[config.mk]
export PLATFORM = sky130hd
export DESIGN_NAME = turn_maneuver_sequencer
export DESIGN_NICKNAME = d
export VERILOG_FILES = /design/src/rtl/tsm_pkg.sv /design/src/rtl/turn_maneuver_sequencer.sv
export SDC_FILE = /design/constraint.sdc
export NUM_CORES = 1
export LEC_CHECK = 0
export BUFFER_PORTS_ARGS = -buffer_cell sky130_fd_sc_hd__buf_2
export CORE_MARGIN = 4
export CORE_UTILIZATION = 50
export CTS_BUF_LIST = sky130_fd_sc_hd__clkbuf_8 sky130_fd_sc_hd__clkbuf_16
export CTS_CLUSTER_SIZE = 28
export DETAILED_ROUTE_END_ITERATION = 8
export HOLD_SLACK_MARGIN = 0.03
export PLACE_DENSITY = 0.81
export SLEW_MARGIN = 10
export SYNTH_ARGS = -nofsm -noshare
export SYNTH_HDL_FRONTEND = slang
export SYNTH_SLANG_ARGS = --single-unit
[constraint.sdc]
create_clock -name aclk -period 14.6 [get_ports aclk]
set_input_delay 1.46 -clock aclk [delete_from_list [all_inputs] [get_ports aclk]]
set_output_delay 1.46 -clock aclk [all_outputs]
set_load 0.05 [all_outputs]
[src/rtl/tsm_pkg.sv]
// ----------------------------------------------------------------------------
// tsm_pkg
// Types and constants of the turn maneuver sequencer.
// ----------------------------------------------------------------------------
package tsm_pkg;

    localparam int DIST_W = 14;
    localparam int TICK_W = 9;
    localparam int CNT_W  = 8;
    localparam int COOL_W = 4;
    localparam int ANG_W  = 12;
    localparam int LIN_W  = 8;
    localparam int CFG_IDX_W = 3;

    typedef enum logic [1:0] {
        ACT_TICK  = 2'd0,
        ACT_START = 2'd1,
        ACT_HALT  = 2'd2,
        ACT_NOP   = 2'd3
    } action_t;

    typedef enum logic [1:0] {
        DIR_LEFT  = 2'd0,
        DIR_FRONT = 2'd1,
        DIR_RIGHT = 2'd2,
        DIR_BACK  = 2'd3
    } dir_t;

    typedef enum logic [1:0] {
        PH_ROTATE = 2'd0,
        PH_CLEAR  = 2'd1,
        PH_DONE   = 2'd2,
        PH_SPARE  = 2'd3
    } phase_t;

    typedef enum logic [1:0] {
        ST_IDLE = 2'd0,
        ST_RUN  = 2'd1,
        ST_DONE = 2'd2,
        ST_RSVD = 2'd3
    } status_t;

    typedef enum logic [CFG_IDX_W-1:0] {
        CFG_OPEN_THR    = 3'd0,
        CFG_ROT_EXIT    = 3'd1,
        CFG_CLR_STOP    = 3'd2,
        CFG_ROT_MIN     = 3'd3,
        CFG_CLR_MAX     = 3'd4,
        CFG_TIMEOUT     = 3'd5,
        CFG_COOLDOWN    = 3'd6,
        CFG_UNUSED      = 3'd7
    } cfg_idx_t;

    localparam logic signed [ANG_W-1:0] RATE_LEFT  = 12'sd1000;
    localparam logic signed [ANG_W-1:0] RATE_RIGHT = -12'sd1000;
    localparam logic signed [ANG_W-1:0] RATE_BACK  = 12'sd1600;
    localparam logic [LIN_W-1:0]        CLEAR_SPEED = 8'd250;
    localparam logic [TICK_W-1:0]       TICK_MAX    = 9'd511;

    typedef struct packed {
        logic [COOL_W-1:0]       cooldown_left;
        logic                    turning;
        status_t                 status;
        dir_t                    heading_choice;
        logic [LIN_W-1:0]        linear_mm_s;
        logic signed [ANG_W-1:0] angular_mrad_s;
    } result_t;

endpackage

[src/rtl/turn_maneuver_sequencer.sv]
// ----------------------------------------------------------------------------
// turn_maneuver_sequencer
// Picks a turn direction on start, then steps rotate and clearance phases on
// each tick, producing rate and speed commands with a cooldown after finish.
// ----------------------------------------------------------------------------
//  channel | dir | handshake          | payload
//  s_      | in  | s_tvalid/s_tready  | s_tuser action, s_tdata distances
//  m_      | out | m_tvalid/m_tready  | m_tdata command and status
//  cfg_    | in  | cfg_valid/cfg_ready| cfg_index, cfg_data
//
//  One item per cycle sustained while m_ does not stall; an item transferred on s_
//  reaches m_ through the input register, then the result register.
//  Sequencer state is updated as an item moves into the result register.
//  A stall on m_ holds both stages; s_tready drops only when both are full.
//  aresetn is synchronous, active low; cfg_ready is always high.
// ----------------------------------------------------------------------------
module turn_maneuver_sequencer
    import tsm_pkg::*;
(
    input  logic        aclk,
    input  logic        aresetn,
    input  logic        s_tvalid,
    output logic        s_tready,
    input  logic [47:0] s_tdata,   // front_mm[13:0], left_mm[27:14], right_mm[41:28]
    input  logic [1:0]  s_tuser,   // action[1:0]
    output logic        m_tvalid,
    input  logic        m_tready,
    output logic [31:0] m_tdata,   // angular_mrad_s[11:0], linear_mm_s[19:12],
                                   // heading_choice[21:20], status[23:22],
                                   // turning[24], cooldown_left[28:25]
    input  logic        cfg_valid,
    output logic        cfg_ready,
    input  logic [CFG_IDX_W-1:0] cfg_index,
    input  logic [DIST_W-1:0]    cfg_data
);

    // configuration
    logic [DIST_W-1:0] open_thr_reg, rot_exit_reg, clr_stop_reg;
    logic [CNT_W-1:0]  rot_min_reg, clr_max_reg, timeout_reg;
    logic [COOL_W-1:0] cool_ticks_reg;

    // input stage
    logic              in_valid_reg;
    action_t           in_action_reg;
    logic [DIST_W-1:0] in_front_reg, in_left_reg, in_right_reg;

    // sequencer state
    phase_t            phase_reg, phase_next;
    logic [TICK_W-1:0] tick_reg, tick_next;
    dir_t              dir_reg, dir_next;
    logic              busy_reg, busy_next;
    logic [COOL_W-1:0] cool_reg, cool_next;

    // result stage
    logic              out_valid_reg;
    result_t           out_reg, out_next;

    logic advance;

    assign advance   = in_valid_reg && (!out_valid_reg || m_tready);
    assign s_tready  = !in_valid_reg || advance;
    assign cfg_ready = 1'b1;
    assign m_tvalid  = out_valid_reg;
    assign m_tdata   = {3'b000, out_reg};

    always_ff @(posedge aclk) begin
        if (!aresetn) begin
            open_thr_reg   <= 14'd1200;
            rot_exit_reg   <= 14'd1000;
            clr_stop_reg   <= 14'd300;
            rot_min_reg    <= 8'd8;
            clr_max_reg    <= 8'd15;
            timeout_reg    <= 8'd150;
            cool_ticks_reg <= 4'd10;
        end else if (cfg_valid && cfg_ready) begin
            case (cfg_index)
                CFG_OPEN_THR: open_thr_reg   <= cfg_data;
                CFG_ROT_EXIT: rot_exit_reg   <= cfg_data;
                CFG_CLR_STOP: clr_stop_reg   <= cfg_data;
                CFG_ROT_MIN:  rot_min_reg    <= cfg_data[CNT_W-1:0];
                CFG_CLR_MAX:  clr_max_reg    <= cfg_data[CNT_W-1:0];
                CFG_TIMEOUT:  timeout_reg    <= cfg_data[CNT_W-1:0];
                CFG_COOLDOWN: cool_ticks_reg <= cfg_data[COOL_W-1:0];
                default: ;
            endcase
        end
    end

    always_ff @(posedge aclk) begin
        if (!aresetn) begin
            in_valid_reg <= 1'b0;
        end else if (s_tready) begin
            in_valid_reg <= s_tvalid;
        end
    end

    always_ff @(posedge aclk) begin
        if (s_tvalid && s_tready) begin
            in_action_reg <= action_t'(s_tuser);
            in_front_reg  <= s_tdata[13:0];
            in_left_reg   <= s_tdata[27:14];
            in_right_reg  <= s_tdata[41:28];
        end
    end

    always_comb begin
        phase_t            ph;
        logic [TICK_W-1:0] tc;
        logic              rot_exit;

        ph        = phase_reg;
        tc        = tick_reg;
        rot_exit  = 1'b0;
        dir_next  = dir_reg;
        busy_next = busy_reg;
        cool_next = cool_reg;
        out_next.angular_mrad_s = '0;
        out_next.linear_mm_s    = '0;
        out_next.status         = ST_IDLE;

        case (in_action_reg)
            ACT_START: begin
                if (in_left_reg > open_thr_reg)
                    dir_next = DIR_LEFT;
                else if (in_front_reg > open_thr_reg)
                    dir_next = DIR_FRONT;
                else if (in_right_reg > open_thr_reg)
                    dir_next = DIR_RIGHT;
                else
                    dir_next = DIR_BACK;
                busy_next = 1'b1;
                ph        = PH_ROTATE;
                tc        = '0;
                out_next.status = ST_RUN;
            end
            ACT_HALT: begin
                busy_next = 1'b0;
            end
            ACT_TICK: begin
                if (cool_reg != '0)
                    cool_next = cool_reg - 1'b1;
                if (busy_reg) begin
                    if (phase_reg == PH_ROTATE) begin
                        case (dir_reg)
                            DIR_LEFT:  out_next.angular_mrad_s = RATE_LEFT;
                            DIR_RIGHT: out_next.angular_mrad_s = RATE_RIGHT;
                            DIR_BACK:  out_next.angular_mrad_s = RATE_BACK;
                            default:   ph = PH_CLEAR;
                        endcase
                        rot_exit = (tick_reg > {1'b0, rot_min_reg}) &&
                                   (in_front_reg > rot_exit_reg);
                        if (rot_exit) begin
                            ph = PH_CLEAR;
                            tc = '0;
                        end
                    end else if (phase_reg == PH_CLEAR) begin
                        out_next.linear_mm_s = CLEAR_SPEED;
                        if (tick_reg > {1'b0, clr_max_reg} || in_front_reg < clr_stop_reg)
                            ph = PH_DONE;
                    end
                    if (tc != TICK_MAX)
                        tc = tc + 1'b1;
                    // finish on end of clearance, a stray phase, or timeout
                    if (ph == PH_DONE || ph == PH_SPARE || tc > {1'b0, timeout_reg}) begin
                        busy_next = 1'b0;
                        cool_next = cool_ticks_reg;
                        out_next.status = ST_DONE;
                    end else begin
                        out_next.status = ST_RUN;
                    end
                end
            end
            default: begin
                out_next.status = busy_reg ? ST_RUN : ST_IDLE;
            end
        endcase

        phase_next = ph;
        tick_next  = tc;
        out_next.heading_choice = dir_next;
        out_next.turning        = busy_next;
        out_next.cooldown_left  = cool_next;
    end

    always_ff @(posedge aclk) begin
        if (!aresetn) begin
            phase_reg <= PH_ROTATE;
            tick_reg  <= '0;
            dir_reg   <= DIR_LEFT;
            busy_reg  <= 1'b0;
            cool_reg  <= '0;
        end else if (advance) begin
            phase_reg <= phase_next;
            tick_reg  <= tick_next;
            dir_reg   <= dir_next;
            busy_reg  <= busy_next;
            cool_reg  <= cool_next;
        end
    end

    always_ff @(posedge aclk) begin
        if (!aresetn) begin
            out_valid_reg <= 1'b0;
        end else if (!out_valid_reg || m_tready) begin
            out_valid_reg <= in_valid_reg;
        end
    end

    always_ff @(posedge aclk) begin
        if (advance)
            out_reg <= out_next;
    end

`ifndef SYNTHESIS
    a_done_clears_turning: assert property (@(posedge aclk) disable iff (!aresetn)
        out_valid_reg && out_reg.status == ST_DONE |-> !out_reg.turning)
        else $error("finished result still reports turning");

    a_run_means_turning: assert property (@(posedge aclk) disable iff (!aresetn)
        out_valid_reg && out_reg.status == ST_RUN |-> out_reg.turning)
        else $error("running result without turning flag");

    a_speed_needs_maneuver: assert property (@(posedge aclk) disable iff (!aresetn)
        out_valid_reg && (out_reg.linear_mm_s != '0 || out_reg.angular_mrad_s != '0)
        |-> out_reg.status != ST_IDLE)
        else $error("motion commanded while idle");

    a_busy_phase: assert property (@(posedge aclk) disable iff (!aresetn)
        busy_reg |-> (phase_reg == PH_ROTATE || phase_reg == PH_CLEAR))
        else $error("busy with finished phase");

    a_stall_holds_state: assert property (@(posedge aclk) disable iff (!aresetn)
        !advance |=> $stable(tick_reg) && $stable(busy_reg) && $stable(cool_reg))
        else $error("sequencer state moved without an item");
`endif

endmodule
==> metrics.cfg <==
[floorplan]
num_rows=45
start_util_pct=51.7
fp.dieH_um=134
die_w_um=134
num_io_pins=107
die_area_um2=18000
core_area_um2=15400

[critical_path]
crit_path_end_kind=register
criticalPathCategory=reg -> reg
start_kind=register
r2r_slack_ns=8.87
crit_required_ns=14.74
arrival_ns=5.87
worstPathMaxFanout=9

[cells_and_area]
layout_common_cells=144 x nand2_1, 99 x ha_1, 91 x buf_2
drive_gt1_share_pct=13.8
multi_input_area_um2=3940
ff_latch_area_um2=3540
antenna_cells=0
fillers=1301
layout.nets=1102
layout_commonest_cell=nand2_1
area_delta_synth_final_pct=13.6

[global_route]
grt.busiest_layer=met2
grt_pass1_vias=6138
overflow=0
grt_usage_pct=20.9
use_met2_pct=35.4
antenna_found_initial=0
grt_pass1_wl_mm=30.0
grt_max_degree=63
grt.met1_usage_pct=25.0
grt_util_met3_pct=4.50

[placement]
gp_congestion=0.873
dp_slack_ns=9.06
portBuffers=91
place_hpwl_mm=13.5

[cts]
post_cts_resize_count=0
postCtsHoldBufs=0
post_cts_buffers=0
cts_num_sinks=148
clkTransAtPathRegs_ns=0.06
cts_buffers=17
cts-root-buf=clkbuf_16
cts_tree=done
htreeDepth=4
cts_buffer_depth=2
clk_latency_ns=0.43

[sta]
worst_slew_pin_slew_ns=1.23
slew_headroom_pct=17.3
post-route-period-util_pct=39.2
rsz0062_at_grt=false
slew_violations=0
setup_viol=0
finClkSkew_ns=0.00961
finalSetupTns_ns=0
fin_crit_ns=5.73
finalHoldViolations=0
worst_slack_ns=8.87
max_freq_ghz=0.175
hold_ws_ns=0.455

[route]
dr.pass1.iters=5
drt-initial-drc-count=503
wirelength_mm=18.4
via_per_inst=5.53
wire_per_inst_um=16.0
remaining_drc_errors=0
vias=6384
postRouteAntennaNets=0

[run]
cap_violations=0

[synthesis]
synth-seq-cells=148
synth_cells=856
ys_types=63
synth_edf_count=58
syn_area_per_cell_um2=9.32
seq_area_frac_synth_pct=44.4
yosys_warnings=0
synthesis.area_um2=7980
ys.flop_type=dfxtp_1
async_flop_share_pct=0

[outcome]
status=finished clean

[pwr]
p_total_mw=0.966
p_per_area_nw_per_um2=107
p_leak_nw=3.87
ir_worst_vdd_mv=0.0826

[min_path]
hp-class=reg -> reg

-- cell type report --
type                       count  share of cell area, %
clock inverter                12                  0.704
inverter                      77                   3.19
tap                          211                   2.91
sequential                   148                   39.1
clock buffer                  20                   5.52
timing repair buffer          92                   5.11
multi-input combinational    595                   43.5
-- cells in the mapped netlist, types with 5 or more instances --
cell      instances  area share, %
o21ai_0          21            1.3
clkbuf_1         21           0.99
a21o_1            7           0.66
o211ai_1         26            2.4
ha_1             99             16
dfxtp_1          90             23
o21a_1           14            1.3
mux2i_1          10            1.3
a22oi_1           7           0.66
nand4_1          21            1.6
edfxtp_1         58             22
and3_1            5           0.39
nand2_1         144            6.8
nor3_1           12           0.75
xor2_1            5           0.55
nand3_1          18            1.1
nor2_1           44            2.1
a21oi_1          77            4.8
nand2b_1          7           0.55
inv_1            76            3.6
and2_1            7           0.55
buf_4            19            1.8
nor2b_1          10           0.78
-- per-layer routing --
layer  part of all wire, %  up-vias  routed length [um]
met3                   5.4       62                 990
met5                     0        -                   0
met4                   4.1        0                 748
met1                    42     2941                7750
met2                    49      234                8940
li1                      -     3147                   -
-- cells by family (layout without fill, tap and decap cells) --
group	after synthesis	in the layout	share of synthesized area, %
XOR/XNOR	6	6	0.659
adder cells (fa/ha/maj)	99	99	15.5
other	2	9	0.0941
AO/OA/AOI/OAI	185	185	15.0
buffers and inverters	120	201	6.57
flip-flops	148	148	44.4
multiplexers	11	11	1.44
AND/OR/NAND/NOR	285	285	16.3
-- final timing paths --
kind,endpoint,from,cells past startpoint
hold / removal,rot_min_reg[1]$_SDFFE_PN0P_,rot_min_reg[1]$_SDFFE_PN0P_,2
hold reg to reg,rot_min_reg[1]$_SDFFE_PN0P_,rot_min_reg[1]$_SDFFE_PN0P_,2
setup reg to reg,m_tdata[26]$_DFFE_PP_,tick_reg[2]$_SDFFE_PN0P_,21
setup / recovery,m_tdata[26]$_DFFE_PP_,tick_reg[2]$_SDFFE_PN0P_,21
-- critical path, cell delays in order (launching register included) --
cell       delay [ns]
dfxtp_1          0.52
ha_1             0.31
a211o_1          0.26
a221o_1          0.29
a2111o_1         0.46
and3_4           0.22
and2_2           0.25
nor2_1           0.12
ha_1             0.26
and4_1           0.31
nand2_1          0.22
o21ai_0          0.29
nand2_1          0.09
ha_1             0.28
nor2b_1          0.13
nor3_1           0.11
o21ai_0          0.12
o2111ai_1        0.11
a21oi_1          0.17
o31ai_4          0.46
mux2i_1          0.35
a2bb2oi_1        0.11
-- power breakdown --
part / internal, mW / switching, mW / leakage, nW
Combinational: 0.0348 / 0.0679 / 2.27
Sequential: 0.446 / 0.00953 / 1.29
Clock: 0.243 / 0.164 / 0.303
-- per-stage QoR --
stage	utilization (%)	instances	cell area, um^2
detailed placement	55.1	1123	8500
floorplan	-	863	8010
global route	58.8	1155	9070
global placement	55.1	1123	8500
finish	58.8	1155	9070
CTS	58.8	1155	9070
No activity file was read; power rests on OpenSTA's default activity.
